`config.mk`:
```
export PLATFORM = sky130hd
export DESIGN_NAME = smc_isqrt
export DESIGN_NICKNAME = d
export VERILOG_FILES = /design/src/rtl/smc_pkg.sv /design/src/rtl/smc_isqrt.sv
export SDC_FILE = /design/constraint.sdc
export NUM_CORES = 1
export LEC_CHECK = 0
export BUFFER_PORTS_ARGS = -buffer_cell sky130_fd_sc_hd__clkbuf_2
export CORE_ASPECT_RATIO = 0.8
export CORE_MARGIN = 2
export CORE_UTILIZATION = 55
export DETAILED_ROUTE_END_ITERATION = 12
export HOLD_SLACK_MARGIN = 0.05
export PLACE_DENSITY = 0.85
export RECOVER_POWER = 50
export SLEW_MARGIN = 0
export SYNTH_ARGS = -nofsm -noshare
export SYNTH_HDL_FRONTEND = slang
export SYNTH_SLANG_ARGS = --single-unit
export TNS_END_PERCENT = 50
```
`constraint.sdc`:
```
create_clock -name i_clk -period 9.2 [get_ports i_clk]
set_clock_uncertainty 0.2 [all_clocks]
set_input_delay 1.38 -clock i_clk [delete_from_list [all_inputs] [get_ports i_clk]]
set_output_delay 1.38 -clock i_clk [all_outputs]
set_load 0.005 [all_outputs]
```
`src/rtl/smc_pkg.sv`:
```
// shared types, constants and field helpers for the signature match-or-create block
package smc_pkg;

    localparam int FRAC_BITS     = 12;
    localparam int ONE_Q         = 1 << FRAC_BITS;
    localparam int HALF_Q        = 1 << (FRAC_BITS - 1);
    localparam int STORE_ENTRIES = 32;

    localparam int THR_W   = 16;
    localparam int ALPHA_W = 13;
    localparam int SCORE_W = FRAC_BITS + 1;
    localparam int ID_W    = 32;
    localparam int HIT_W   = 32;
    localparam int OP_W    = 22;
    localparam int PROD_W  = 2 * OP_W;
    localparam int SQ_W    = 41;
    localparam int ACC_W   = 48;
    localparam int ROOT_W  = THR_W;
    localparam int USED_W  = 6;

    // distance scale: all weights are over this common denominator
    localparam int T_SCALE = 1600;
    localparam int W_CAD   = 100;
    localparam int W_PEAK  = 4;
    localparam int W_CREST = 25;
    localparam int W_BAND  = 1600;
    localparam int W_ANGLE = 400;

    // configuration register indexes
    localparam int CFG_IDX_W  = 2;
    localparam int CFG_DATA_W = 16;
    localparam logic [CFG_IDX_W-1:0] CFG_THR   = 2'd0;
    localparam logic [CFG_IDX_W-1:0] CFG_ALPHA = 2'd1;

    localparam int NFIELD = 8;
    localparam logic [2:0] F_CAD   = 3'd0;
    localparam logic [2:0] F_PEAK  = 3'd1;
    localparam logic [2:0] F_CREST = 3'd2;
    localparam logic [2:0] F_LOW   = 3'd3;
    localparam logic [2:0] F_MID   = 3'd4;
    localparam logic [2:0] F_HIGH  = 3'd5;
    localparam logic [2:0] F_AZ    = 3'd6;
    localparam logic [2:0] F_EL    = 3'd7;

    typedef struct packed {
        logic [3:0]         entity_class;
        logic [19:0]        cadence_rate;
        logic signed [19:0] peak_level;
        logic [12:0]        low_band_ratio;
        logic [12:0]        mid_band_ratio;
        logic [12:0]        high_band_ratio;
        logic [19:0]        crest_factor;
        logic [11:0]        azimuth_turns;
        logic [11:0]        elevation_norm;
    } t_in;

    typedef struct packed {
        logic [31:0] entity_id;
        logic        matched;
        logic [12:0] match_score;
        logic        dirty_mark;
        logic [5:0]  entries_used;
    } t_out;

    typedef struct packed {
        logic [ID_W-1:0]    ident;
        logic [3:0]         kind;
        logic [HIT_W-1:0]   hits;
        logic [19:0]        cadence_rate;
        logic signed [19:0] peak_level;
        logic [19:0]        crest_factor;
        logic [12:0]        low_band_ratio;
        logic [12:0]        mid_band_ratio;
        logic [12:0]        high_band_ratio;
        logic [11:0]        azimuth_turns;
        logic [11:0]        elevation_norm;
    } t_entry;

    typedef struct packed {
        logic              done;
        logic [ROOT_W-1:0] root;
        logic [ACC_W-1:0]  scaled;
    } t_root_res;

    // input field k, extended to operand width (sign extended for the peak only)
    function automatic logic signed [OP_W-1:0] f_in_field(t_in x, logic [2:0] k);
        logic signed [OP_W-1:0] v;
        case (k)
            F_CAD:   v = $signed({2'b0, x.cadence_rate});
            F_PEAK:  v = $signed({{2{x.peak_level[19]}}, x.peak_level});
            F_CREST: v = $signed({2'b0, x.crest_factor});
            F_LOW:   v = $signed({9'b0, x.low_band_ratio});
            F_MID:   v = $signed({9'b0, x.mid_band_ratio});
            F_HIGH:  v = $signed({9'b0, x.high_band_ratio});
            F_AZ:    v = $signed({10'b0, x.azimuth_turns});
            default: v = $signed({10'b0, x.elevation_norm});
        endcase
        return v;
    endfunction

    // stored field k, extended to operand width (sign extended for the peak only)
    function automatic logic signed [OP_W-1:0] f_ent_field(t_entry e, logic [2:0] k);
        logic signed [OP_W-1:0] v;
        case (k)
            F_CAD:   v = $signed({2'b0, e.cadence_rate});
            F_PEAK:  v = $signed({{2{e.peak_level[19]}}, e.peak_level});
            F_CREST: v = $signed({2'b0, e.crest_factor});
            F_LOW:   v = $signed({9'b0, e.low_band_ratio});
            F_MID:   v = $signed({9'b0, e.mid_band_ratio});
            F_HIGH:  v = $signed({9'b0, e.high_band_ratio});
            F_AZ:    v = $signed({10'b0, e.azimuth_turns});
            default: v = $signed({10'b0, e.elevation_norm});
        endcase
        return v;
    endfunction

    // write field k of an entry, truncated to its width
    function automatic t_entry f_set_field(t_entry e, logic [2:0] k,
                                           logic signed [OP_W-1:0] v);
        t_entry r;
        r = e;
        case (k)
            F_CAD:   r.cadence_rate    = v[19:0];
            F_PEAK:  r.peak_level      = v[19:0];
            F_CREST: r.crest_factor    = v[19:0];
            F_LOW:   r.low_band_ratio  = v[12:0];
            F_MID:   r.mid_band_ratio  = v[12:0];
            F_HIGH:  r.high_band_ratio = v[12:0];
            F_AZ:    r.azimuth_turns   = v[11:0];
            default: r.elevation_norm  = v[11:0];
        endcase
        return r;
    endfunction

    // azimuth difference folded into half a turn either way
    function automatic logic signed [OP_W-1:0] f_wrap(logic signed [OP_W-1:0] d);
        logic signed [OP_W-1:0] r;
        r = d;
        if (d > $signed(OP_W'(HALF_Q))) begin
            r = d - $signed(OP_W'(ONE_Q));
        end else if (d < -$signed(OP_W'(HALF_Q))) begin
            r = d + $signed(OP_W'(ONE_Q));
        end
        return r;
    endfunction

    // square of field k times its constant weight
    function automatic logic [ACC_W-1:0] f_weigh(logic [SQ_W-1:0] s, logic [2:0] k);
        logic [ACC_W-1:0] w;
        logic [ACC_W-1:0] x;
        x = ACC_W'(s);
        case (k)
            F_CAD:   w = x * ACC_W'(W_CAD);
            F_PEAK:  w = x * ACC_W'(W_PEAK);
            F_CREST: w = x * ACC_W'(W_CREST);
            F_LOW:   w = x * ACC_W'(W_BAND);
            F_MID:   w = x * ACC_W'(W_BAND);
            F_HIGH:  w = x * ACC_W'(W_BAND);
            F_AZ:    w = x * ACC_W'(W_ANGLE);
            default: w = x * ACC_W'(W_ANGLE);
        endcase
        return w;
    endfunction

endpackage

```
`src/rtl/smc_isqrt.sv`:
```
// bit-serial root: largest d with T_SCALE * d^2 <= value, one root bit per cycle
module smc_isqrt (
    input  logic                         i_clk,
    input  logic                         i_rst_n,
    input  logic                         i_start,
    input  logic [smc_pkg::ACC_W-1:0]    i_value,
    output smc_pkg::t_root_res           o_res
);
    localparam int BW = $clog2(smc_pkg::ROOT_W);
    localparam int EW = smc_pkg::ACC_W + 1;

    logic          r_busy;
    logic          r_done;
    logic [BW-1:0] r_bit;
    logic [smc_pkg::ACC_W-1:0]  r_val;
    logic [EW-1:0]              r_p;
    logic [EW-1:0]              r_q;
    logic [smc_pkg::ROOT_W-1:0] r_d;
    logic [EW-1:0]              w_trial;

    // (d + 2^b)^2 scaled = p + 2^(b+1) * q + scale * 4^b
    assign w_trial = r_p + (r_q << ({1'b0, r_bit} + 1'b1))
                   + (EW'(smc_pkg::T_SCALE) << {r_bit, 1'b0});

    // control
    always_ff @(posedge i_clk) begin
        if (!i_rst_n) begin
            r_busy <= 1'b0;
            r_done <= 1'b0;
        end else begin
            r_done <= 1'b0;
            if (i_start) begin
                r_busy <= 1'b1;
            end else if (r_busy && r_bit == '0) begin
                r_busy <= 1'b0;
                r_done <= 1'b1;
            end
        end
    end

    // datapath
    always_ff @(posedge i_clk) begin
        if (i_start) begin
            r_val <= i_value;
            r_p   <= '0;
            r_q   <= '0;
            r_d   <= '0;
            r_bit <= BW'(smc_pkg::ROOT_W - 1);
        end else if (r_busy) begin
            if (w_trial <= EW'(r_val)) begin
                r_p        <= w_trial;
                r_q        <= r_q + (EW'(smc_pkg::T_SCALE) << r_bit);
                r_d[r_bit] <= 1'b1;
            end
            r_bit <= r_bit - 1'b1;
        end
    end

    assign o_res.done   = r_done;
    assign o_res.root   = r_d;
    assign o_res.scaled = r_p[smc_pkg::ACC_W-1:0];

endmodule

```
==> reports/metrics.yaml, run 1 <==
multiInputGateArea_um2: 9813
synthTopCellsByCount: "187 x nor2_1, 140 x a21oi_1, 137 x ha_1, 137 x nand2_1, 119 x inv_1"
antenna_found_initial: 1
slowest_stage: "nor3_1"
peakVddDrop_mv: 0.2036
start_kind: "flip-flop"
fmax_mhz: 112.0
synth-main-ff-cell: "dfxtp_1"
gr-total-overflow: 0
rsz0062_at_grt: "no"
synth.largest_area_cell: "dfxtp_1"
grt_pass1_vias: 12570
core_um2: 26260
clockBufferDepth: 2
nFillCells: 2235
regArea_um2: 3724
yosysMostFrequentCell: "nor2_1"
finalInstanceArea_um2: 15970
yosys.cell_types.count: 75
place_area_um2: 15380
wire_per_inst_um: 19.06
final_core_util: 0.6082
finalMaxSlewViolations: 0
cts_tree: "yes"
dr.pass1.iters: 7
io_pins: 116
critPathArrivalTime_ns: 9.11
synth_area_um2: 14670
period_needed_ns: 8.929
clk_pin_slew_worst_paths_ns: 0.07
outcome: "finished, final reports clean"
p_total_w: 0.003811
tightest_slew_ns: 1.415
synth_top_area_share: 0.1556
grt_util_met2: 0.4625
cap_violations: 0
met3_usage: 0.08091
relSlewSlack: 0.03206
cpLargestDelayFamily: "compound AO/OA/AOI/OAI gates"
h-tree-depth: 4
num-nets-final: 2024
grt_use_met1: 0.3904
areaGrowthSynthToFinish_pct: 8.889
routed_wirelength_um: 41360
p_leak_nw: 7.591
yosys_register_bits: 162
final_layout_size_suffix_gt1_frac: 0.1213
worstPathMaxFanout: 14
async_flop_share: 0
die-width_um: 186.6
cp_num_buf_inv: 4
synth_edf_count: 48
clock_latency_ns: 0.46
worst_ep_required_time_ns: 9.38
busiest_layer: "met2"
place_hpwl_um: 31540
grt_pass1_wl_um: 65690
setup_viol: 0
path_class: "reg -> reg"
cts_root_buf: "clkbuf_16"
viasPerCell: 6.102
max_stage_delay_ns: 1.03
routabilityCongestion: 1.055
die_h_um: 150.1
period_share: 0.9705
hold_class: "reg -> reg"
grtUsageTotal: 0.2942
ys_seq_area_frac: 0.2539
power_density_nw_per_um2: 238.6
start_util: 0.5585
clock_sinks: 162
ant_nets: 0
post-route-drc-count: 0
cts_buffers: 17
num_vias: 13240
grt_max_degree: 95
cp_common_cell: "ha_1"
syn_avg_cell_area_um2: 8.415
crit_path_end_kind: "flip-flop"
synth_area_leaders: "dfxtp_1 16%, ha_1 12%, edfxtp_1 9.8%, mux2i_1 7.4%, fa_1 4.9%"
fin_tns_setup_ns: 0
antenna_cells: 0
syn_inst: 1743
dieArea_um2: 28000
final-hold-violation-count: 0
drt-initial-drc-count: 1468
yosysWarnings: 0
io_buffers: 115
hold_ws_ns: 0.2491
rows: 53
through the flow:
step / setup WS [ns] / std cells
floorplan: 0.7665 / 1748
detailed placement: 0.3329 / 2135
global route: 0.007151 / 2170
finish: 0.2711 / 2170
global placement: 0.3795 / 2135
CTS: 0.2288 / 2167
area by class of cell:
type / instances / share of cell area
clock inverters: 14 / 0.008696
clock buffers: 18 / 0.02820
well taps: 357 / 0.02797
inverters: 121 / 0.02844
repair buffers: 160 / 0.05907
multi-input cells: 1338 / 0.6145
flip-flops and latches: 162 / 0.2332
state kept, by name, indices dropped and copies added (netlist names):
name and flops:
r_busy 1, r_bit 4, r_done 1, r_d 16, r_val 48, r_p 49, r_q 43
kinds of logic (layout without fill, tap and decap cells):
| logic type | Yosys count | count (layout) | share of synthesized area |
|---|---|---|---|
| simple gates | 547 | 548 | 0.1805 |
| compound gates | 408 | 408 | 0.1737 |
| buf+inv | 249 | 313 | 0.08096 |
| fa+ha+maj | 173 | 173 | 0.1660 |
| flops | 162 | 162 | 0.2539 |
| mux | 147 | 147 | 0.1112 |
| xor+xnor | 56 | 56 | 0.03344 |
| other cells | 1 | 6 | 0.0002557 |
routing by layer:
layer	vias up	share of wire
met5	-	0
met4	0	0.034
met3	109	0.094
met2	605	0.44
met1	6291	0.43
li1	6236	-
final timing paths:
| check | endpoint | slack [ns] | startpoint | cells past startpoint |
|---|---|---|---|---|
| max | r_p[37] | 0.27 | r_bit[1] | 29 |
| min | r_d[14] | 0.25 | r_d[14] | 2 |
| max reg2reg | r_p[37] | 0.27 | r_bit[1] | 29 |
| min reg2reg | r_d[14] | 0.25 | r_d[14] | 2 |
report_power, final:
group / internal, W / switching (W) / total (W) / leakage (nW)
Clock: 0.000397 / 0.000333 / 0.000731 / 0.296
Combinational: 0.000853 / 0.00131 / 0.00216 / 5.90
Sequential: 0.000822 / 0.0000986 / 0.000921 / 1.39
cell usage in the layout (no fill, tap or decap), types with 10 or more instances in the layout:
cell type / count
a211oi_1: 16
a21o_1: 41
a21oi_1: 140
a31oi_1: 11
and2_1: 17
and3_1: 14
buf_4: 40
clkbuf_1: 24
clkbuf_16: 18
clkbuf_2: 90
dfxtp_1: 114
edfxtp_1: 48
fa_1: 36
ha_1: 136
inv_1: 119
mux2_1: 16
mux2_2: 12
mux2i_1: 109
mux4_2: 10
nand2_1: 137
nand2b_1: 16
nand3_1: 36
nand4_1: 18
nor2_1: 186
nor2b_1: 39
nor3_1: 29
o211ai_1: 22
o21a_1: 11
o21ai_0: 79
o21bai_1: 12
o31ai_1: 10
xnor2_1: 38
xor2_1: 16
worst register-to-register path, delay by kind of cell (launching register included):
kind	cells	cell delay, ns
DFF	1	0.31
adders and majority gates	5	1.98
muxes	1	0.59
xor gates and xnor gates	1	0.18
and+or+nand+nor	7	2.21
AOI/OAI and AO/OA	11	2.58
buffers and inverters	4	0.83
repair_timing:
action	4_1_cts	5_1_grt
resized for setup	0	3
hold endpoints to repair	0	0
hold buffers	0	0
setup buffers	0	2
endpoints found under the setup margin	0	87
No activity file was read; power rests on OpenSTA's default activity.
==> run 2: changes to the inputs <==
REMOVE_ABC_BUFFERS = 1   (was unset)
==> run 2 against run 1 <==
The flow now finishes with violations (capacitance limit, slew limit); final cell count is essentially flat; sequential power barely moved; global-route usage down 0.19 points; critical path depth up 6; first-iteration DRC count increased by 0.48%; critical endpoint is now r_q[43]; routed wire length up 0.98%; count of clock-buffer cells in the layout fell by 1.
==> reports/metrics.yaml, run 2 (synthesized netlist as in run 1, its figures left out) <==
areaGrowthSynthToFinish_pct: 8.744
period_share: 0.9476
wire_per_inst_um: 19.26
routed_wirelength_um: 41770
core_um2: 26260
power_density_nw_per_um2: 240.6
grt_pass1_vias: 12200
crit_path_end_kind: "flip-flop"
gr-total-overflow: 0
power.internal_w: 0.002086
rows: 53
num-nets-final: 2023
critPathArrivalTime_ns: 8.86
dieArea_um2: 28000
violations: "capacitance limit, slew limit"
multiInputGateArea_um2: 9829
dp.cells: 2127
switching_power_w: 0.001751
seqPwrFrac: 0.240
worst_ep_required_time_ns: 9.34
antenna_found_initial: 0
final-hold-violation-count: 0
nFillCells: 2351
clock_sinks: 162
rsz0062_at_grt: "no"
sw_frac_of_total: 0.4563
cp_common_cell: "o21ai_0"
antenna_cells: 0
setup_viol: 0
reg_top3: "r_p: 49 flops, r_val: 48 flops, r_q: 43 flops"
finalInstanceArea_um2: 15950
cap_violations: 1
largest_register_ffs: 49
num_vias: 13240
cts_root_buf: "clkbuf_16"
cts_hold_buf: 0
die_h_um: 150.1
cp-startpoint: "r_bit[0]"
clk_pin_slew_worst_paths_ns: 0.07
post-route-drc-count: 0
reg2reg_setup_slack_ns: 0.48
cts_tree: "yes"
regArea_um2: 3724
reg2reg_depth: 35
place_hpwl_um: 31890
worstPathMaxFanout: 24
fin_tns_setup_ns: 0
top_register: "r_p"
cts_buffers: 17
h-tree-depth: 4
final_cell_mix: "186 x nor2_1, 140 x a21oi_1, 137 x nand2_1"
p_leak_nw: 7.557
relSlewSlack: -1.863
max_stage_delay_ns: 0.49
crit_cells: 35
drt-initial-drc-count: 1475
reg2reg_from: "r_bit[0]"
period_needed_ns: 8.718
io_buffers: 115
tightest_slew_ns: 4.294
final_layout_size_suffix_gt1_frac: 0.1220
cp_num_buf_inv: 6
path_class: "reg -> reg"
cpLargestDelayFamily: "compound AO/OA/AOI/OAI gates"
die-width_um: 186.6
grtUsageTotal: 0.2923
io_pins: 116
clockBufferDepth: 2
clkPwrFrac: 0.188
final_core_util: 0.6073
peakVddDrop_mv: 0.1962
viasPerCell: 6.103
final-instance-count-excl-fill: 2169
routabilityCongestion: 1.034
start_kind: "flip-flop"
grt_pass1_wl_um: 64940
clock_latency_ns: 0.45
r2r-end: "r_q[43]"
crit_end: "r_q[43]"
comb_power_share: 0.572
fmax_mhz: 114.7
ant_nets: 0
final_common_cell: "nor2_1"
slowest_stage: "nor4b_4"
finalMaxSlewViolations: 80
outcome: "finished, violations left"
start_util: 0.5585
hold_class: "reg -> reg"
place_area_um2: 15290
grt_max_degree: 95
dr.pass1.iters: 8
[run 2: cell type report]
cell class | instances | share of cell area
tap | 357 | 0.02801
clock buffer | 17 | 0.02667
multi-input combinational | 1338 | 0.6163
sequential | 162 | 0.2335
timing repair buffer | 159 | 0.05782
inverter | 121 | 0.02848
clock inverter | 15 | 0.009257
[run 2: repair_timing]
| action | 4_1_cts | 5_1_grt |
|---|---|---|
| gates cloned | 0 | 1 |
| resized for setup | 1 | 9 |
| setup endpoints to repair | 44 | 92 |
| pin swaps | 0 | 1 |
| buffers inserted | 0 | 9 |
[run 2: how the worst min path moves through the flow]
stage	startpoint	endpoint	cells past startpoint
floorplan	r_d[0]	r_d[0]	2
global placement	r_d[9]	r_d[9]	2
detailed placement	r_d[14]	r_d[14]	2
CTS	r_d[2]	r_d[2]	2
global route	r_d[2]	r_d[2]	2
finish	r_d[14]	r_d[14]	2
[run 2: power groups by stage]
stage	Sequential [W]	Clock, W	Combinational, W
final	0.000920	0.000721	0.00220
after global routing	0.000929	0.000754	0.00238
after CTS	0.000917	0.000723	0.00207
after detailed placement	0.000932	0	0.00204
after global placement	0.000930	0	0.00200
after floorplan	0.000907	0	0.00150
[run 2: tightest hold or removal path: cells and delay by family (launching register included)]
| family | cells | cell delay [ns] |
|---|---|---|
| buffers and inverters | 1 | 0.04 |
| flip-flops | 1 | 0.31 |
| AO/OA/AOI/OAI | 1 | 0.05 |
[run 2: through the flow]
stage	setup slack (ns)	hold slack, ns	total power (W)
after floorplan	-3.942	0.2360	0.002410
after global placement	0.1402	0.2319	0.002932
after detailed placement	-0.09230	0.2376	0.002976
after CTS	0.05459	0.2472	0.003708
after global routing	0.03239	0.2694	0.004063
final	0.4820	0.2443	0.003837
[run 2: layer usage]
metal  GRT usage  routed length [um]  vias to the layer above
li1            -                   -                     6245
met1      0.4183               18970                     6340
met2      0.4448               18250                      589
met3     0.06731                3861                       63
met4     0.07460                 680                        0
met5           0                   0                        -
==> run 3: changes to the inputs <==
CORE_MARGIN = 1.5   (was 2)
==> run 3 against run 2 <==
The flow still finishes with violations (capacitance limit, slew limit); worst hold slack improved by 0.0026 ns; flip-flop and latch count did not move; final area fell by 0.48%; critical endpoint is now r_q[37]; largest power group unchanged; clock power barely moved; register-to-register slack improved by 0.03 ns.
==> reports/metrics.yaml, run 3 (synthesized netlist as in run 1, its figures left out) <==
outcome: "finished, violations left"
violations: "capacitance limit, slew limit"
slowest_stage: "mux4_2"
tightest_slew_ns: 3.553
cp_common_cell: "ha_1"
num-nets-final: 2014
core_um2: 26260
start_kind: "flip-flop"
top_register: "r_p"
wire_per_inst_um: 19.47
largest_register_ffs: 49
final_common_cell: "nor2_1"
start_util: 0.5585
grt_pass1_wl_um: 65650
crit_path_end_kind: "flip-flop"
reg2reg_depth: 31
place_hpwl_um: 32650
max_stage_delay_ns: 0.60
clock_latency_ns: 0.45
period_share: 0.9440
die_h_um: 149.1
critPathArrivalTime_ns: 8.82
gr-total-overflow: 0
p_leak_nw: 7.520
min_to: "r_d[9]"
cts_buffers: 17
h-tree-depth: 4
clk_pin_slew_worst_paths_ns: 0.07
worst_ep_required_time_ns: 9.34
io_pins: 116
grtUsageTotal: 0.3083
reg2reg_setup_slack_ns: 0.51
period_needed_ns: 8.685
cpLargestDelayFamily: "simple AND/OR/NAND/NOR gates"
whs_path_depth: 2
rsz0062_at_grt: "no"
cts_root_buf: "clkbuf_16"
path_class: "reg -> reg"
clock_sinks: 162
rows: 53
fmax_mhz: 115.1
antenna_found_initial: 0
viasPerCell: 6.058
hold_path_startpoint: "r_d[9]"
final-hold-violation-count: 0
relSlewSlack: -1.369
final_core_util: 0.6044
post-route-drc-count: 0
routabilityCongestion: 1.058
ant_nets: 0
hold_class: "reg -> reg"
areaGrowthSynthToFinish_pct: 8.224
reg_top3: "r_p: 49 flops, r_val: 48 flops, r_q: 43 flops"
die-width_um: 185.6
worstPathMaxFanout: 59
routed_wirelength_um: 42050
dr.pass1.iters: 6
cts_hold_buf: 0
r2r-end: "r_q[37]"
finalMaxSlewViolations: 74
setup_viol: 0
power_density_nw_per_um2: 238.2
clockBufferDepth: 2
cts_tree: "yes"
num_vias: 13090
grt_max_degree: 101
final_cell_mix: "186 x nor2_1, 140 x a21oi_1, 137 x nand2_1"
peakVddDrop_mv: 0.2508
drt-initial-drc-count: 1329
cp_num_buf_inv: 4
cap_violations: 1
setup_ws_ns: 0.5148
reg2reg_from: "r_bit[1]"
dpl_worst_slack_ns: 0.1564
grt_pass1_vias: 12100
io_buffers: 115
dieArea_um2: 27660
antenna_cells: 0
crit_cells: 31
fin_tns_setup_ns: 0
final_layout_size_suffix_gt1_frac: 0.1143
run 3: worst max path at each step:
stage	slack [ns]	startpoint	end
after global routing	0.14	r_bit[1]	r_q[37]
after global placement	0.24	r_bit[1]	r_q[37]
after detailed placement	0.16	r_bit[1]	r_q[37]
final	0.51	r_bit[1]	r_q[37]
after CTS	0.09	r_bit[1]	r_q[37]
after floorplan	-3.94	r_bit[0]	r_q[28]
run 3: timing repair:
action / in CTS / in global routing
gates resized for setup: 0 / 1
buffers inserted: 0 / 2
setup endpoints to repair: 0 / 79
run 3: per-layer routing:
| layer | GRT usage | routed length, um | vias up |
|---|---|---|---|
| met3 | 0.07324 | 3752 | 60 |
| met1 | 0.4423 | 19190 | 6205 |
| li1 | - | - | 6230 |
| met4 | 0.07621 | 880 | 0 |
| met5 | 0 | 0 | - |
| met2 | 0.4655 | 18230 | 590 |
run 3: layout make-up:
type | count | area, um2
clock buffer | 21 | 496.7
clock inverter | 11 | 86.33
fill | 2291 | 10390
inverter | 121 | 454.2
multi-input combinational | 1337 | 9804
sequential | 162 | 3724
tap | 357 | 446.7
timing repair buffer | 151 | 860.8
run 3: worst reg2reg max path, delay by kind of cell (launching register included):
kind,cells,cell delay (ns)
and+or+nand+nor,11,2.31
adders and majority gates,5,1.94
AOI/OAI and AO/OA,8,1.87
muxes,2,0.96
buffers and inverters,4,0.84
DFF,1,0.31
xor gates and xnor gates,1,0.18
run 3: power by group:
group | switching [W] | total (W) | internal [W]
sequential | 0.000101 | 0.000924 | 0.000823
combinational | 0.00129 | 0.00214 | 0.000848
clock | 0.000326 | 0.000718 | 0.000393
total | 0.00172 | 0.00378 | 0.00206
run 3: metrics by stage:
stage / hold WS, ns / cell area, um2 / std cells / total power, W
2_1_floorplan: 0.2360 / 13950 / 1620 / 0.002410
3_3_place_gp: 0.2325 / 15310 / 2126 / 0.002974
3_5_place_dp: 0.2379 / 15310 / 2126 / 0.003007
4_1_cts: 0.2473 / 15890 / 2158 / 0.003736
5_1_grt: 0.2589 / 15870 / 2160 / 0.004020
6_report: 0.2469 / 15870 / 2160 / 0.003780
