$ cat src/rtl/smc_pkg.sv
// shared types, constants and field helpers for the signature match-or-create block
package smc_pkg;

    localparam int FRAC_BITS     = 12;
    localparam int ONE_Q         = 1 << FRAC_BITS;
    localparam int HALF_Q        = 1 << (FRAC_BITS - 1);
    localparam int STORE_ENTRIES = 32;

    localparam int THR_W   = 16;
    localparam int ALPHA_W = 13;
    localparam int SCORE_W = FRAC_BITS + 1;
    localparam int ID_W    = 32;
    localparam int HIT_W   = 32;
    localparam int OP_W    = 22;
    localparam int PROD_W  = 2 * OP_W;
    localparam int SQ_W    = 41;
    localparam int ACC_W   = 48;
    localparam int ROOT_W  = THR_W;
    localparam int USED_W  = 6;

    // distance scale: all weights are over this common denominator
    localparam int T_SCALE = 1600;
    localparam int W_CAD   = 100;
    localparam int W_PEAK  = 4;
    localparam int W_CREST = 25;
    localparam int W_BAND  = 1600;
    localparam int W_ANGLE = 400;

    // configuration register indexes
    localparam int CFG_IDX_W  = 2;
    localparam int CFG_DATA_W = 16;
    localparam logic [CFG_IDX_W-1:0] CFG_THR   = 2'd0;
    localparam logic [CFG_IDX_W-1:0] CFG_ALPHA = 2'd1;

    localparam int NFIELD = 8;
    localparam logic [2:0] F_CAD   = 3'd0;
    localparam logic [2:0] F_PEAK  = 3'd1;
    localparam logic [2:0] F_CREST = 3'd2;
    localparam logic [2:0] F_LOW   = 3'd3;
    localparam logic [2:0] F_MID   = 3'd4;
    localparam logic [2:0] F_HIGH  = 3'd5;
    localparam logic [2:0] F_AZ    = 3'd6;
    localparam logic [2:0] F_EL    = 3'd7;

    typedef struct packed {
        logic [3:0]         entity_class;
        logic [19:0]        cadence_rate;
        logic signed [19:0] peak_level;
        logic [12:0]        low_band_ratio;
        logic [12:0]        mid_band_ratio;
        logic [12:0]        high_band_ratio;
        logic [19:0]        crest_factor;
        logic [11:0]        azimuth_turns;
        logic [11:0]        elevation_norm;
    } t_in;

    typedef struct packed {
        logic [31:0] entity_id;
        logic        matched;
        logic [12:0] match_score;
        logic        dirty_mark;
        logic [5:0]  entries_used;
    } t_out;

    typedef struct packed {
        logic [ID_W-1:0]    ident;
        logic [3:0]         kind;
        logic [HIT_W-1:0]   hits;
        logic [19:0]        cadence_rate;
        logic signed [19:0] peak_level;
        logic [19:0]        crest_factor;
        logic [12:0]        low_band_ratio;
        logic [12:0]        mid_band_ratio;
        logic [12:0]        high_band_ratio;
        logic [11:0]        azimuth_turns;
        logic [11:0]        elevation_norm;
    } t_entry;

    typedef struct packed {
        logic              done;
        logic [ROOT_W-1:0] root;
        logic [ACC_W-1:0]  scaled;
    } t_root_res;

    // input field k, extended to operand width (sign extended for the peak only)
    function automatic logic signed [OP_W-1:0] f_in_field(t_in x, logic [2:0] k);
        logic signed [OP_W-1:0] v;
        case (k)
            F_CAD:   v = $signed({2'b0, x.cadence_rate});
            F_PEAK:  v = $signed({{2{x.peak_level[19]}}, x.peak_level});
            F_CREST: v = $signed({2'b0, x.crest_factor});
            F_LOW:   v = $signed({9'b0, x.low_band_ratio});
            F_MID:   v = $signed({9'b0, x.mid_band_ratio});
            F_HIGH:  v = $signed({9'b0, x.high_band_ratio});
            F_AZ:    v = $signed({10'b0, x.azimuth_turns});
            default: v = $signed({10'b0, x.elevation_norm});
        endcase
        return v;
    endfunction

    // stored field k, extended to operand width (sign extended for the peak only)
    function automatic logic signed [OP_W-1:0] f_ent_field(t_entry e, logic [2:0] k);
        logic signed [OP_W-1:0] v;
        case (k)
            F_CAD:   v = $signed({2'b0, e.cadence_rate});
            F_PEAK:  v = $signed({{2{e.peak_level[19]}}, e.peak_level});
            F_CREST: v = $signed({2'b0, e.crest_factor});
            F_LOW:   v = $signed({9'b0, e.low_band_ratio});
            F_MID:   v = $signed({9'b0, e.mid_band_ratio});
            F_HIGH:  v = $signed({9'b0, e.high_band_ratio});
            F_AZ:    v = $signed({10'b0, e.azimuth_turns});
            default: v = $signed({10'b0, e.elevation_norm});
        endcase
        return v;
    endfunction

    // write field k of an entry, truncated to its width
    function automatic t_entry f_set_field(t_entry e, logic [2:0] k,
                                           logic signed [OP_W-1:0] v);
        t_entry r;
        r = e;
        case (k)
            F_CAD:   r.cadence_rate    = v[19:0];
            F_PEAK:  r.peak_level      = v[19:0];
            F_CREST: r.crest_factor    = v[19:0];
            F_LOW:   r.low_band_ratio  = v[12:0];
            F_MID:   r.mid_band_ratio  = v[12:0];
            F_HIGH:  r.high_band_ratio = v[12:0];
            F_AZ:    r.azimuth_turns   = v[11:0];
            default: r.elevation_norm  = v[11:0];
        endcase
        return r;
    endfunction

    // azimuth difference folded into half a turn either way
    function automatic logic signed [OP_W-1:0] f_wrap(logic signed [OP_W-1:0] d);
        logic signed [OP_W-1:0] r;
        r = d;
        if (d > $signed(OP_W'(HALF_Q))) begin
            r = d - $signed(OP_W'(ONE_Q));
        end else if (d < -$signed(OP_W'(HALF_Q))) begin
            r = d + $signed(OP_W'(ONE_Q));
        end
        return r;
    endfunction

    // square of field k times its constant weight
    function automatic logic [ACC_W-1:0] f_weigh(logic [SQ_W-1:0] s, logic [2:0] k);
        logic [ACC_W-1:0] w;
        logic [ACC_W-1:0] x;
        x = ACC_W'(s);
        case (k)
            F_CAD:   w = x * ACC_W'(W_CAD);
            F_PEAK:  w = x * ACC_W'(W_PEAK);
            F_CREST: w = x * ACC_W'(W_CREST);
            F_LOW:   w = x * ACC_W'(W_BAND);
            F_MID:   w = x * ACC_W'(W_BAND);
            F_HIGH:  w = x * ACC_W'(W_BAND);
            F_AZ:    w = x * ACC_W'(W_ANGLE);
            default: w = x * ACC_W'(W_ANGLE);
        endcase
        return w;
    endfunction

endpackage

$ cat src/rtl/smc_div.sv
// restoring divider for the match score: floor(num * ONE / den), num <= den
module smc_div (
    input  logic                          i_clk,
    input  logic                          i_rst_n,
    input  logic                          i_start,
    input  logic [smc_pkg::THR_W-1:0]     i_num,
    input  logic [smc_pkg::THR_W-1:0]     i_den,
    output logic                          o_done,
    output logic [smc_pkg::SCORE_W-1:0]   o_quo
);
    localparam int CW = $clog2(smc_pkg::SCORE_W);
    localparam int RW = smc_pkg::THR_W + 1;

    logic          r_busy;
    logic          r_done;
    logic [CW-1:0] r_cnt;
    logic [RW-1:0] r_rem;
    logic [smc_pkg::THR_W-1:0]   r_den;
    logic [smc_pkg::SCORE_W-1:0] r_quo;
    logic          w_ge;
    logic [RW-1:0] w_rem;

    assign w_ge  = r_rem >= {1'b0, r_den};
    assign w_rem = w_ge ? r_rem - {1'b0, r_den} : r_rem;

    // control
    always_ff @(posedge i_clk) begin
        if (!i_rst_n) begin
            r_busy <= 1'b0;
            r_done <= 1'b0;
        end else begin
            r_done <= 1'b0;
            if (i_start) begin
                r_busy <= 1'b1;
            end else if (r_busy && r_cnt == '0) begin
                r_busy <= 1'b0;
                r_done <= 1'b1;
            end
        end
    end

    // one quotient bit per cycle
    always_ff @(posedge i_clk) begin
        if (i_start) begin
            r_rem <= {1'b0, i_num};
            r_den <= i_den;
            r_quo <= '0;
            r_cnt <= CW'(smc_pkg::SCORE_W - 1);
        end else if (r_busy) begin
            r_rem <= {w_rem[RW-2:0], 1'b0};
            r_quo <= {r_quo[smc_pkg::SCORE_W-2:0], w_ge};
            r_cnt <= r_cnt - 1'b1;
        end
    end

    assign o_done = r_done;
    assign o_quo  = r_quo;

endmodule

$ cat config.mk
export PLATFORM = sky130hd
export DESIGN_NAME = smc_div
export DESIGN_NICKNAME = d
export VERILOG_FILES = /design/src/rtl/smc_pkg.sv /design/src/rtl/smc_div.sv
export SDC_FILE = /design/constraint.sdc
export NUM_CORES = 1
export LEC_CHECK = 0
export BUFFER_PORTS_ARGS = -buffer_cell sky130_fd_sc_hd__buf_2
export CORE_ASPECT_RATIO = 1.1
export CORE_MARGIN = 2
export CORE_UTILIZATION = 51
export CTS_CLUSTER_SIZE = 16
export DETAILED_ROUTE_END_ITERATION = 12
export GPL_ROUTABILITY_DRIVEN = 0
export PLACE_DENSITY = 0.76
export SYNTH_ARGS = -nofsm -noshare
export SYNTH_HDL_FRONTEND = slang
export SYNTH_SLANG_ARGS = --single-unit
$ cat constraint.sdc
create_clock -name i_clk -period 2.5 [get_ports i_clk]
set_input_delay 0.375 -clock i_clk [delete_from_list [all_inputs] [get_ports i_clk]]
set_output_delay 0.375 -clock i_clk [all_outputs]
set_load 0.03 [all_outputs]
==> results of run 1 <==
-- per-stage QoR --
step / cell area (um2) / hold slack, ps
6_report: 3660 / 229
4_1_cts: 3580 / 222
5_1_grt: 3660 / 219
3_5_place_dp: 3480 / 493
2_1_floorplan: 3090 / 466
3_3_place_gp: 3480 / 474
-- worst max-delay path: cells and delay by family (launching register included) --
| family | cells | cell delay [ps] |
|---|---|---|
| compound gates | 5 | 1060 |
| fa+ha+maj | 2 | 540 |
| buf+inv | 2 | 130 |
| flops | 1 | 420 |
| simple gates | 1 | 160 |
-- cell type report --
type	instances	area (um2)
fillers	501	2150
multi-input cells	222	1630
flip-flops and latches	52	1360
repair buffers	66	388
well taps	77	96.3
inverters	24	90.1
clock buffers	5	68.8
clock inverters	3	23.8
-- synth_stat cells, types with 2 or more instances --
| cell | instances |
|---|---|
| sky130_fd_sc_hd__nor2_1 | 33 |
| sky130_fd_sc_hd__edfxtp_1 | 32 |
| sky130_fd_sc_hd__inv_1 | 23 |
| sky130_fd_sc_hd__dfxtp_1 | 20 |
| sky130_fd_sc_hd__o21ai_0 | 20 |
| sky130_fd_sc_hd__ha_1 | 18 |
| sky130_fd_sc_hd__nand2_1 | 18 |
| sky130_fd_sc_hd__a21oi_1 | 15 |
| sky130_fd_sc_hd__mux2i_1 | 14 |
| sky130_fd_sc_hd__xnor2_1 | 12 |
| sky130_fd_sc_hd__nand3_1 | 11 |
| sky130_fd_sc_hd__a31oi_1 | 10 |
| sky130_fd_sc_hd__a211oi_1 | 7 |
| sky130_fd_sc_hd__a21o_1 | 6 |
| sky130_fd_sc_hd__buf_2 | 6 |
| sky130_fd_sc_hd__and3_1 | 5 |
| sky130_fd_sc_hd__nor3_1 | 5 |
| sky130_fd_sc_hd__and2_1 | 4 |
| sky130_fd_sc_hd__a31oi_4 | 3 |
| sky130_fd_sc_hd__a41oi_1 | 3 |
| sky130_fd_sc_hd__buf_1 | 3 |
| sky130_fd_sc_hd__clkbuf_1 | 3 |
| sky130_fd_sc_hd__nor2b_1 | 3 |
| sky130_fd_sc_hd__nor4_1 | 3 |
| sky130_fd_sc_hd__o211ai_1 | 3 |
| sky130_fd_sc_hd__buf_6 | 2 |
| sky130_fd_sc_hd__nand2b_1 | 2 |
| sky130_fd_sc_hd__nand4_1 | 2 |
| sky130_fd_sc_hd__o31ai_1 | 2 |
-- worst paths after layout --
kind,endpoint,cells after the start
worst max-delay path,r_rem[13],10
worst min-delay path,r_den[0],1
worst max register to register,r_rem[13],10
worst min register to register,r_cnt[1],2
-- state kept, by name, indices dropped and copies added (netlist names) --
name,flops
o_done,1
o_quo,13
r_busy,1
r_den,16
r_cnt,4
r_rem,17
-- kinds of logic (layout without fill, tap and decap cells) --
group / Yosys count / count (layout)
xor+xnor: 13 / 13
simple gates: 93 / 93
fa+ha+maj: 19 / 19
flops: 52 / 52
buf+inv: 38 / 98
compound gates: 83 / 83
mux: 14 / 14
-- report_power, final --
group	internal [W]	switching (W)
clock network	0.000206	0.000305
registers	0.00105	0.0000645
logic	0.000603	0.000793
-- metal layers --
layer	track usage, %	vias to the layer above	wire, um	share of wire, %
li1	-	1258	-	-
met1	27.2	1192	3080	45
met2	35.7	51	3370	50
met3	3.05	13	208	3.1
met4	8.29	0	123	1.8
met5	0	-	0	0
-- repair_timing --
item                                    4_1_cts  5_1_grt
buffers inserted                              0        3
gates resized for setup                       2       13
endpoints found under the hold margin         0        0
hold buffers                                  0        0
endpoints found under the setup margin        4       12
pin swaps                                     0        6
==> report_table.html, run 1 <==
<table>
<tr><th>Metric</th><th>Value</th></tr>
<tr><th colspan="2">Outcome</th></tr>
<tr><td>Run status</td><td>finished clean</td></tr>
<tr><th colspan="2">Placement</th></tr>
<tr><td>Half-perimeter wire length of the detailed placement result</td><td>4.79 mm</td></tr>
<tr><td>Worst setup slack after placement</td><td>-120 ps</td></tr>
<tr><td>I/O Buffers</td><td>48</td></tr>
<tr><td>DP Cell Count</td><td>roughly 440</td></tr>
<tr><th colspan="2">Setup path</th></tr>
<tr><td>Startpoint kind of the worst setup timing path</td><td>register</td></tr>
<tr><td>Category of the critical setup timing path</td><td>register to register</td></tr>
<tr><td>Worst-path fanout max</td><td>2</td></tr>
<tr><td>Cell-by-cell trace of the critical path</td><td>inv_1 -&gt; ha_2 -&gt; inv_1 -&gt; fa_2 -&gt; a211oi_4 -&gt; o211ai_1 -&gt; a2111oi_0 -&gt; nand3b_1 -&gt; o21ai_1 -&gt; a2bb2oi_1</td></tr>
<tr><td>Highest-delay cell along the critical path</td><td>sky130_fd_sc_hd__a2111oi_0</td></tr>
<tr><td>Slack of the worst reg-to-reg path</td><td>30 ps</td></tr>
<tr><td>Required time of the critical path</td><td>2670 ps</td></tr>
<tr><td>Worst flop-to-flop path startpoint</td><td>r_rem[0]</td></tr>
<tr><td>Timing startpoint of the critical path</td><td>r_rem[0]</td></tr>
<tr><td>Type of destination of the critical path</td><td>register</td></tr>
<tr><td>Worst path max stage delay</td><td>440 ps</td></tr>
<tr><td>Arrival time reported for the critical path endpoint</td><td>2630 ps</td></tr>
<tr><td>Library cell appearing most often on the critical path</td><td>sky130_fd_sc_hd__inv_1</td></tr>
<tr><th colspan="2">Clock network</th></tr>
<tr><td>Clock Pin Slew Worst Setup and Hold Paths</td><td>100 ps</td></tr>
<tr><td>Clock tree from TritonCTS</td><td>yes</td></tr>
<tr><td>Clock root buffer master</td><td>sky130_fd_sc_hd__clkbuf_8</td></tr>
<tr><td>Clk sink count</td><td>between 50 and 60</td></tr>
<tr><td>CTS buffer count</td><td>5</td></tr>
<tr><td>H-tree Lvls</td><td>2</td></tr>
<tr><td>Skew-Pair Late Insertion Delay</td><td>310 ps</td></tr>
<tr><td>Number of buffers between clock root and the deepest sink</td><td>2</td></tr>
<tr><th colspan="2">Power and ir drop</th></tr>
<tr><td>Power Density</td><td>slightly above 800 mW/mm2</td></tr>
<tr><td>Leakage</td><td>1.57 nW</td></tr>
<tr><td>Peak ir drop on the vdd network</td><td>0.000367 V</td></tr>
<tr><td>Power Total</td><td>0.00302 W</td></tr>
<tr><th colspan="2">Layout</th></tr>
<tr><td>End-of-flow core utilization</td><td>63.0%</td></tr>
<tr><td>Most frequent cells in the layout</td><td>48 x sky130_fd_sc_hd__buf_2, 33 x sky130_fd_sc_hd__nor2_1, 32 x sky130_fd_sc_hd__edfxtp_1</td></tr>
<tr><td>Most frequent standard cell in the layout excluding fill and tap cells</td><td>sky130_fd_sc_hd__buf_2</td></tr>
<tr><td>Final layout net count</td><td>425</td></tr>
<tr><td>Antenna cells</td><td>0</td></tr>
<tr><td>Fraction of layout instances using a drive strength above 1</td><td>26.3%</td></tr>
<tr><td>Area added between synthesis and finish</td><td>18.3%</td></tr>
<tr><td>Filler-free cell count of the finished design</td><td>449</td></tr>
<tr><th colspan="2">STA</th></tr>
<tr><td>Max frequency</td><td>between 400 and 500 MHz</td></tr>
<tr><td>Final setup TNS</td><td>0 ps</td></tr>
<tr><td>Final critical delay including setup and external delays</td><td>2470 ps</td></tr>
<tr><td>Max transition margin</td><td>48.7%</td></tr>
<tr><td>Clock Skew</td><td>6.18 ps</td></tr>
<tr><td>Final-report hold violation count</td><td>0</td></tr>
<tr><td>Worst Setup Slack, final</td><td>about 32 ps</td></tr>
<tr><td>Final worst-path cycle share</td><td>98.7%</td></tr>
<tr><td>Max Slew Vio Count</td><td>0</td></tr>
<tr><td>Pin slew with the least headroom to its limit</td><td>768 ps</td></tr>
<tr><td>Final number of setup-violating endpoints</td><td>0</td></tr>
<tr><th colspan="2">Floorplan</th></tr>
<tr><td>Number of ports placed on the die boundary</td><td>49</td></tr>
<tr><td>Die Span Y</td><td>85.7 um</td></tr>
<tr><td>Core region area</td><td>0.00581 mm2</td></tr>
<tr><td>Horizontal die dimension</td><td>78.3 um</td></tr>
<tr><td>Area enclosed by the die boundary</td><td>0.00670 mm2</td></tr>
<tr><td>Starting density of the core</td><td>between 50% and 60%</td></tr>
<tr><td>Row Count</td><td>29</td></tr>
<tr><th colspan="2">Yosys</th></tr>
<tr><td>Synth Cell Area</td><td>0.00309 mm2</td></tr>
<tr><td>Synthesized-area fraction occupied by xor and xnor cells</td><td>3.68%</td></tr>
<tr><td>Number of flops mapped to enable cells by yosys</td><td>32</td></tr>
<tr><td>Syn Area/Cell</td><td>9.91 um2</td></tr>
<tr><td>Count of cell types in the netlist</td><td>53</td></tr>
<tr><td>Synthesized-area fraction occupied by ao, oa, aoi and oai cells</td><td>19.9%</td></tr>
<tr><td>Fraction of synthesis flops using an asynchronous set or reset pin</td><td>0%</td></tr>
<tr><td>Number of cells produced by synthesis</td><td>312</td></tr>
<tr><td>Synth Register Bits</td><td>52</td></tr>
<tr><td>Combinational family with the most area after synthesis</td><td>compound AO/OA/AOI/OAI gates</td></tr>
<tr><td>Top FF cell, synth</td><td>sky130_fd_sc_hd__edfxtp_1</td></tr>
<tr><td>Cell taking the most area after synthesis</td><td>sky130_fd_sc_hd__edfxtp_1</td></tr>
<tr><td>Fraction of the mapped netlist area in adder cells</td><td>7.93%</td></tr>
<tr><td>Register area share after synthesis</td><td>between 40% and 50%</td></tr>
<tr><td>Synth area leaders</td><td>sky130_fd_sc_hd__edfxtp_1 31%, sky130_fd_sc_hd__dfxtp_1 13%, sky130_fd_sc_hd__ha_1 7.3%</td></tr>
<tr><td>Post-synthesis share of cell area spent on and, or, nand and nor gates</td><td>14.6%</td></tr>
<tr><td>Yosys top cell area share</td><td>a little under a third</td></tr>
<tr><td>Synth warn</td><td>0</td></tr>
<tr><td>Total nets after synthesis</td><td>366</td></tr>
<tr><td>Mux contribution to synthesized area</td><td>4.53%</td></tr>
<tr><th colspan="2">GRT</th></tr>
<tr><td>Via count of the first global-routing pass</td><td>2,532</td></tr>
<tr><td>Wire length of the first global-routing pass</td><td>11.4 mm</td></tr>
<tr><td>Initial antenna violation count</td><td>0</td></tr>
<tr><td>GRT Util Overall</td><td>21.0%</td></tr>
<tr><td>Pin count of the biggest net entering global routing</td><td>49</td></tr>
<tr><td>Overall overflow remaining after global route</td><td>0</td></tr>
<tr><th colspan="2">Routing</th></tr>
<tr><td>Via density per instance</td><td>5.60</td></tr>
<tr><td>Violation count after the first detailed-routing iteration</td><td>between 100 and 150</td></tr>
<tr><td>Remaining number of nets flagged by the antenna check after routing</td><td>0</td></tr>
<tr><td>Via count</td><td>2,514</td></tr>
<tr><td>Wirelength per Cell</td><td>15.1 um</td></tr>
<tr><td>Count of unresolved DRC violations after routing</td><td>0</td></tr>
<tr><td>Detailed Route WL</td><td>6.78 mm</td></tr>
<tr><td>Detailed-routing iteration count for the pre-antenna-repair pass</td><td>4</td></tr>
<tr><th colspan="2">Worst hold path</th></tr>
<tr><td>Hold Crit Class</td><td>primary input to register</td></tr>
<tr><td>Origin of the worst min-delay path</td><td>i_den[0]</td></tr>
<tr><th colspan="2">Flow run</th></tr>
<tr><td>Max-cap viol count</td><td>0</td></tr>
</table>
Power figures use the tool's default switching activity.
==> inputs of run 2 (changes only) <==
--- a/config.mk
+++ b/config.mk
@@ -12,6 +12,7 @@
 export CTS_CLUSTER_SIZE = 16
 export DETAILED_ROUTE_END_ITERATION = 12
 export GPL_ROUTABILITY_DRIVEN = 0
+export GPL_TIMING_DRIVEN = 0
 export PLACE_DENSITY = 0.76
 export SYNTH_ARGS = -nofsm -noshare
 export SYNTH_HDL_FRONTEND = slang
==> report_table.html, run 2 (same netlist as run 1, synthesis figures left out) <==
<table>
<tr><th>Metric</th><th>Value</th></tr>
<tr><th colspan="2">Layout</th></tr>
<tr><td>Fillers</td><td>523</td></tr>
<tr><td>Final layout net count</td><td>about 420</td></tr>
<tr><td>Most frequent cells in the layout</td><td>53 x sky130_fd_sc_hd__buf_2, 33 x sky130_fd_sc_hd__nor2_1, 32 x sky130_fd_sc_hd__edfxtp_1</td></tr>
<tr><td>Number of flip-flops under the largest register name</td><td>17</td></tr>
<tr><td>Most flops, register</td><td>r_rem</td></tr>
<tr><td>Fraction of layout instances using a drive strength above 1</td><td>24.5%</td></tr>
<tr><td>Post-layout instance area</td><td>0.00363 mm2</td></tr>
<tr><td>Antenna cells</td><td>0</td></tr>
<tr><td>Most frequent standard cell in the layout excluding fill and tap cells</td><td>sky130_fd_sc_hd__buf_2</td></tr>
<tr><td>Area added between synthesis and finish</td><td>17.5%</td></tr>
<tr><td>Filler-free cell count of the finished design</td><td>448</td></tr>
<tr><th colspan="2">Setup path</th></tr>
<tr><td>Arrival time reported for the critical path endpoint</td><td>2540 ps</td></tr>
<tr><td>Type of destination of the critical path</td><td>register</td></tr>
<tr><td>Startpoint kind of the worst setup timing path</td><td>register</td></tr>
<tr><td>Worst-path fanout max</td><td>10</td></tr>
<tr><td>Category of the critical setup timing path</td><td>register to register</td></tr>
<tr><td>Required time of the critical path</td><td>2570 ps</td></tr>
<tr><th colspan="2">Floorplan</th></tr>
<tr><td>Starting density of the core</td><td>53.3%</td></tr>
<tr><td>Number of ports placed on the die boundary</td><td>49</td></tr>
<tr><td>Row Count</td><td>29</td></tr>
<tr><td>Die Span Y</td><td>roughly 86 um</td></tr>
<tr><td>Area enclosed by the die boundary</td><td>0.00670 mm2</td></tr>
<tr><td>Core region area</td><td>0.00581 mm2</td></tr>
<tr><td>Horizontal die dimension</td><td>78.3 um</td></tr>
<tr><th colspan="2">Clock network</th></tr>
<tr><td>CTS buffer count</td><td>5</td></tr>
<tr><td>H-tree Lvls</td><td>2</td></tr>
<tr><td>Skew-Pair Late Insertion Delay</td><td>320 ps</td></tr>
<tr><td>Clock tree from TritonCTS</td><td>yes</td></tr>
<tr><td>Clk sink count</td><td>52</td></tr>
<tr><td>Clock root buffer master</td><td>sky130_fd_sc_hd__clkbuf_8</td></tr>
<tr><td>Clock Pin Slew Worst Setup and Hold Paths</td><td>100 ps</td></tr>
<tr><td>Number of buffers between clock root and the deepest sink</td><td>2</td></tr>
<tr><th colspan="2">STA</th></tr>
<tr><td>Max Slew Vio Count</td><td>0</td></tr>
<tr><td>Unrepaired setup endpoints after global routing</td><td>true</td></tr>
<tr><td>Max frequency</td><td>405 MHz</td></tr>
<tr><td>Max transition margin</td><td>46.7%</td></tr>
<tr><td>Pin slew with the least headroom to its limit</td><td>between 700 and 800 ps</td></tr>
<tr><td>Final-report hold violation count</td><td>0</td></tr>
<tr><td>Final setup TNS</td><td>0 ps</td></tr>
<tr><td>Clock Skew</td><td>between 10 and 15 ps</td></tr>
<tr><td>Hold Worst Slack</td><td>232 ps</td></tr>
<tr><td>Final number of setup-violating endpoints</td><td>0</td></tr>
<tr><td>Final worst-path cycle share</td><td>between 90 and 100%</td></tr>
<tr><td>Final critical delay including setup and external delays</td><td>roughly 2500 ps</td></tr>
<tr><th colspan="2">Power and ir drop</th></tr>
<tr><td>Power Total</td><td>0.00303 W</td></tr>
<tr><td>Power Density</td><td>834 mW/mm2</td></tr>
<tr><td>Peak ir drop on the vdd network</td><td>0.000527 V</td></tr>
<tr><td>Leakage</td><td>1.54 nW</td></tr>
<tr><th colspan="2">Routing</th></tr>
<tr><td>Via density per instance</td><td>5.78</td></tr>
<tr><td>Detailed Route WL</td><td>7.32 mm</td></tr>
<tr><td>Count of unresolved DRC violations after routing</td><td>0</td></tr>
<tr><td>Violation count after the first detailed-routing iteration</td><td>roughly 230</td></tr>
<tr><td>Remaining number of nets flagged by the antenna check after routing</td><td>0</td></tr>
<tr><td>Detailed-routing iteration count for the pre-antenna-repair pass</td><td>5</td></tr>
<tr><td>Wirelength per Cell</td><td>between 15 and 20 um</td></tr>
<tr><td>Via count</td><td>2,591</td></tr>
<tr><th colspan="2">GRT</th></tr>
<tr><td>Initial antenna violation count</td><td>0</td></tr>
<tr><td>Via count of the first global-routing pass</td><td>around 2,500</td></tr>
<tr><td>Pin count of the biggest net entering global routing</td><td>23</td></tr>
<tr><td>Overall overflow remaining after global route</td><td>0</td></tr>
<tr><td>GRT Util Overall</td><td>21.9%</td></tr>
<tr><td>Wire length of the first global-routing pass</td><td>between 10 and 15 mm</td></tr>
<tr><th colspan="2">Placement</th></tr>
<tr><td>DP Cell Count</td><td>437</td></tr>
<tr><td>Half-perimeter wire length of the detailed placement result</td><td>5.08 mm</td></tr>
<tr><td>I/O Buffers</td><td>48</td></tr>
<tr><td>Total placed instance area</td><td>between 0.003 and 0.004 mm2</td></tr>
<tr><th colspan="2">Flow run</th></tr>
<tr><td>Max-cap viol count</td><td>0</td></tr>
<tr><th colspan="2">Worst hold path</th></tr>
<tr><td>Hold Crit Class</td><td>primary input to register</td></tr>
<tr><th colspan="2">Outcome</th></tr>
<tr><td>Run status</td><td>finished clean</td></tr>
</table>
## run 2: changes by cell type in the layout (fill, tap and decap cells not counted), moves of 2 or more
cell / delta
sky130_fd_sc_hd__clkbuf_1: +3
sky130_fd_sc_hd__buf_2: +5
sky130_fd_sc_hd__a21oi_2: -2
sky130_fd_sc_hd__buf_4: -14
sky130_fd_sc_hd__ha_2: -2
sky130_fd_sc_hd__buf_6: +2
sky130_fd_sc_hd__ha_1: +2
sky130_fd_sc_hd__buf_1: +3
## run 2: path summary, 6_finish.rpt
path | start | endpoint | slack [ps] | cells past startpoint
setup reg to reg | r_rem[7] | r_rem[13] | 30 | 9
setup / recovery | r_rem[7] | r_rem[13] | 30 | 9
hold reg to reg | r_cnt[1] | r_cnt[1] | 510 | 2
hold / removal | i_den[13] | r_den[13] | 230 | 1
## run 2: timing repair
| action | 4_1_cts | 5_1_grt |
|---|---|---|
| buffers inserted | 0 | 3 |
| hold buffers | 0 | 0 |
| endpoints found under the setup margin | 11 | 15 |
| resized for setup | 5 | 15 |
| pin swaps | 2 | 10 |
## run 2: area by class of cell
type / instances / area, um2 / share of cell area [%]
Clock buffer: 5 / 68.8 / 1.89
Timing Repair Buffer: 51 / 263 / 7.23
Tap cell: 77 / 96.3 / 2.65
Inverter: 24 / 90.1 / 2.48
Buffer: 14 / 77.6 / 2.13
Multi-Input combinational cell: 222 / 1650 / 45.5
Sequential cell: 52 / 1360 / 37.5
Clock inverter: 3 / 23.8 / 0.654
## run 2: critical path, cell delays in order, from the launching register on
cell                        delay, ps
sky130_fd_sc_hd__edfxtp_1         410
sky130_fd_sc_hd__ha_1             290
sky130_fd_sc_hd__buf_2            180
sky130_fd_sc_hd__and4_4           270
sky130_fd_sc_hd__and3_4           210
sky130_fd_sc_hd__a31oi_4          110
sky130_fd_sc_hd__a31o_4           300
sky130_fd_sc_hd__buf_6            160
sky130_fd_sc_hd__a31oi_1          210
sky130_fd_sc_hd__a2bb2oi_2         80
## run 2: report_power, final
group | internal [W] | switching, W | leakage (nW)
clock network | 0.000206 | 0.000302 | 0.0495
logic | 0.000579 | 0.000828 | 1.01
registers | 0.00105 | 0.0000690 | 0.480
total | 0.00183 | 0.00120 | 1.54
## run 2: per-layer routing
layer	vias up	part of all wire, %	global-route usage, %
met2	109	48	36.9
met4	0	1.8	7.34
met1	1207	44	29.3
li1	1260	-	-
met3	15	6.0	3.16
met5	-	0	0
## run 2: metrics by stage
step	setup slack [ps]	utilization, %
6_report	31.4	62.6
4_1_cts	62.1	61.0
2_1_floorplan	134	-
5_1_grt	-65.8	62.6
3_5_place_dp	-208	59.1
3_3_place_gp	-153	59.1
==> inputs of run 3 (changes only) <==
--- a/config.mk
+++ b/config.mk
@@ -6,6 +6,7 @@
 export NUM_CORES = 1
 export LEC_CHECK = 0
 export BUFFER_PORTS_ARGS = -buffer_cell sky130_fd_sc_hd__buf_2
+export CAP_MARGIN = 10
 export CORE_ASPECT_RATIO = 1.1
 export CORE_MARGIN = 2
 export CORE_UTILIZATION = 51
@@ -14,6 +15,7 @@
 export GPL_ROUTABILITY_DRIVEN = 0
 export GPL_TIMING_DRIVEN = 0
 export PLACE_DENSITY = 0.76
+export SETUP_SLACK_MARGIN = 0.15
 export SYNTH_ARGS = -nofsm -noshare
 export SYNTH_HDL_FRONTEND = slang
 export SYNTH_SLANG_ARGS = --single-unit
==> report_table.html, run 3 (same netlist as run 1, synthesis figures left out) <==
<table>
<tr><th>Metric</th><th>Value</th></tr>
<tr><th colspan="2">Outcome</th></tr>
<tr><td>Run status</td><td>finished clean</td></tr>
<tr><th colspan="2">STA</th></tr>
<tr><td>Max Slew Vio Count</td><td>0</td></tr>
<tr><td>Worst Setup Slack, final</td><td>37.0 ps</td></tr>
<tr><td>Max frequency</td><td>406 MHz</td></tr>
<tr><td>Clock Skew</td><td>about 3.7 ps</td></tr>
<tr><td>Final worst-path cycle share</td><td>98.5%</td></tr>
<tr><td>Unrepaired setup endpoints after global routing</td><td>true</td></tr>
<tr><td>Final number of setup-violating endpoints</td><td>0</td></tr>
<tr><td>Max transition margin</td><td>57.1%</td></tr>
<tr><td>Final critical delay including setup and external delays</td><td>2460 ps</td></tr>
<tr><td>Final setup TNS</td><td>0 ps</td></tr>
<tr><td>Final-report hold violation count</td><td>0</td></tr>
<tr><td>Pin slew with the least headroom to its limit</td><td>approximately 640 ps</td></tr>
<tr><th colspan="2">Clock network</th></tr>
<tr><td>Clock tree from TritonCTS</td><td>yes</td></tr>
<tr><td>CTS buffer count</td><td>5</td></tr>
<tr><td>Number of buffers between clock root and the deepest sink</td><td>2</td></tr>
<tr><td>Skew-Pair Late Insertion Delay</td><td>310 ps</td></tr>
<tr><td>Clock Pin Slew Worst Setup and Hold Paths</td><td>roughly 100 ps</td></tr>
<tr><td>Clk sink count</td><td>52</td></tr>
<tr><td>Clock root buffer master</td><td>sky130_fd_sc_hd__clkbuf_8</td></tr>
<tr><td>H-tree Lvls</td><td>2</td></tr>
<tr><th colspan="2">Placement</th></tr>
<tr><td>I/O Buffers</td><td>48</td></tr>
<tr><td>Worst setup slack after placement</td><td>-252 ps</td></tr>
<tr><td>Half-perimeter wire length of the detailed placement result</td><td>~5 mm</td></tr>
<tr><td>DP Cell Count</td><td>437</td></tr>
<tr><th colspan="2">Layout</th></tr>
<tr><td>Final layout net count</td><td>442</td></tr>
<tr><td>Filler-free cell count of the finished design</td><td>466</td></tr>
<tr><td>Fraction of layout instances using a drive strength above 1</td><td>33.9%</td></tr>
<tr><td>Area added between synthesis and finish</td><td>28.0%</td></tr>
<tr><td>Antenna cells</td><td>0</td></tr>
<tr><td>Number of flip-flops under the largest register name</td><td>17</td></tr>
<tr><td>Most flops, register</td><td>r_rem</td></tr>
<tr><td>Most frequent cells in the layout</td><td>51 x sky130_fd_sc_hd__buf_2, 33 x sky130_fd_sc_hd__nor2_1, 32 x sky130_fd_sc_hd__edfxtp_1</td></tr>
<tr><td>Most frequent standard cell in the layout excluding fill and tap cells</td><td>sky130_fd_sc_hd__buf_2</td></tr>
<tr><th colspan="2">Floorplan</th></tr>
<tr><td>Area enclosed by the die boundary</td><td>0.00670 mm2</td></tr>
<tr><td>Row Count</td><td>29</td></tr>
<tr><td>Core region area</td><td>0.00581 mm2</td></tr>
<tr><td>Die Span Y</td><td>85.7 um</td></tr>
<tr><td>Starting density of the core</td><td>53.3%</td></tr>
<tr><td>Horizontal die dimension</td><td>78.3 um</td></tr>
<tr><td>Number of ports placed on the die boundary</td><td>slightly below 50</td></tr>
<tr><th colspan="2">Routing</th></tr>
<tr><td>Violation count after the first detailed-routing iteration</td><td>about 250</td></tr>
<tr><td>Detailed Route WL</td><td>7.77 mm</td></tr>
<tr><td>Remaining number of nets flagged by the antenna check after routing</td><td>0</td></tr>
<tr><td>Via density per instance</td><td>5.94</td></tr>
<tr><td>Via count</td><td>around 2,800</td></tr>
<tr><td>Detailed-routing iteration count for the pre-antenna-repair pass</td><td>5</td></tr>
<tr><td>Count of unresolved DRC violations after routing</td><td>0</td></tr>
<tr><td>Wirelength per Cell</td><td>16.7 um</td></tr>
<tr><th colspan="2">Setup path</th></tr>
<tr><td>Startpoint kind of the worst setup timing path</td><td>register</td></tr>
<tr><td>Required time of the critical path</td><td>~2700 ps</td></tr>
<tr><td>Category of the critical setup timing path</td><td>register to register</td></tr>
<tr><td>Arrival time reported for the critical path endpoint</td><td>between 2000 and 3000 ps</td></tr>
<tr><td>Type of destination of the critical path</td><td>register</td></tr>
<tr><td>Worst-path fanout max</td><td>2</td></tr>
<tr><th colspan="2">Power and ir drop</th></tr>
<tr><td>Leakage</td><td>1.67 nW</td></tr>
<tr><td>Power Density</td><td>848 mW/mm2</td></tr>
<tr><td>Peak ir drop on the vdd network</td><td>0.000475 V</td></tr>
<tr><th colspan="2">GRT</th></tr>
<tr><td>Overall overflow remaining after global route</td><td>0</td></tr>
<tr><td>Wire length of the first global-routing pass</td><td>between 10 and 15 mm</td></tr>
<tr><td>GRT Util Overall</td><td>22.3%</td></tr>
<tr><td>Pin count of the biggest net entering global routing</td><td>23</td></tr>
<tr><td>Via count of the first global-routing pass</td><td>2,557</td></tr>
<tr><td>Initial antenna violation count</td><td>0</td></tr>
<tr><th colspan="2">Flow run</th></tr>
<tr><td>Max-cap viol count</td><td>0</td></tr>
<tr><th colspan="2">Worst hold path</th></tr>
<tr><td>Hold Crit Class</td><td>primary input to register</td></tr>
</table>
-- run 3: cell count changes in the layout (fill, tap and decap cells not counted), sizes merged --
cell  previous run  this run
buf             61        79
-- run 3: power by group --
part           switching (W)  internal (W)  total (W)
clock network       0.000309      0.000206   0.000515
registers          0.0000774       0.00105    0.00112
logic               0.000935      0.000781    0.00172
total                0.00132       0.00203    0.00335
-- run 3: layer usage --
layer,wire length [um],GRT usage [%],share of wire [%]
met4,133,11.2,1.7
met3,539,2.84,6.9
met1,3360,29.8,43
met2,3730,36.0,48
met5,0,0,0
-- run 3: layout make-up --
cell class | count | area, um2
fill | 463 | 1850
multi-input combinational | 222 | 1800
sequential | 52 | 1360
timing repair buffer | 69 | 423
buffer | 14 | 97.6
tap | 77 | 96.3
inverter | 24 | 90.1
clock buffer | 5 | 68.8
clock inverter | 3 | 23.8
-- run 3: per-stage QoR --
| step | utilization, % | total power, W | cell area (um2) | hold slack [ps] |
|---|---|---|---|---|
| global placement | 59.1 | 0.00235 | 3430 | 478 |
| floorplan | - | 0.00209 | 3090 | 466 |
| finish | 68.2 | 0.00335 | 3960 | 227 |
| CTS | 63.3 | 0.00303 | 3670 | 229 |
| detailed placement | 59.1 | 0.00238 | 3430 | 486 |
| global route | 68.2 | 0.00353 | 3960 | 217 |
-- run 3: path summary, 6_finish.rpt --
check,startpoint,end,slack [ps],cells after the start
worst min-delay path,i_den[3],r_den[3],230,1
worst max-delay path,r_rem[0],r_rem[13],40,10
worst max register to register,r_rem[0],r_rem[13],40,10
worst min register to register,o_quo[12],o_quo[12],500,2
-- run 3: timing repair --
item,in CTS,in global routing
cloned,0,1
pin swaps,12,16
resized for setup,17,38
buffers inserted,10,10
hold buffers,0,0
setup endpoints to repair,32,16
-- run 3: worst max-delay path: stages, from the launching register on --
cell and delay (ps):
sky130_fd_sc_hd__edfxtp_1 390, sky130_fd_sc_hd__inv_1 70, sky130_fd_sc_hd__ha_2 190, sky130_fd_sc_hd__inv_2 40, sky130_fd_sc_hd__fa_2 360, sky130_fd_sc_hd__a211oi_4 330
sky130_fd_sc_hd__o211ai_1 240, sky130_fd_sc_hd__a2111oi_2 340, sky130_fd_sc_hd__nand3b_1 170, sky130_fd_sc_hd__o21ai_2 70, sky130_fd_sc_hd__a2bb2oi_2 120
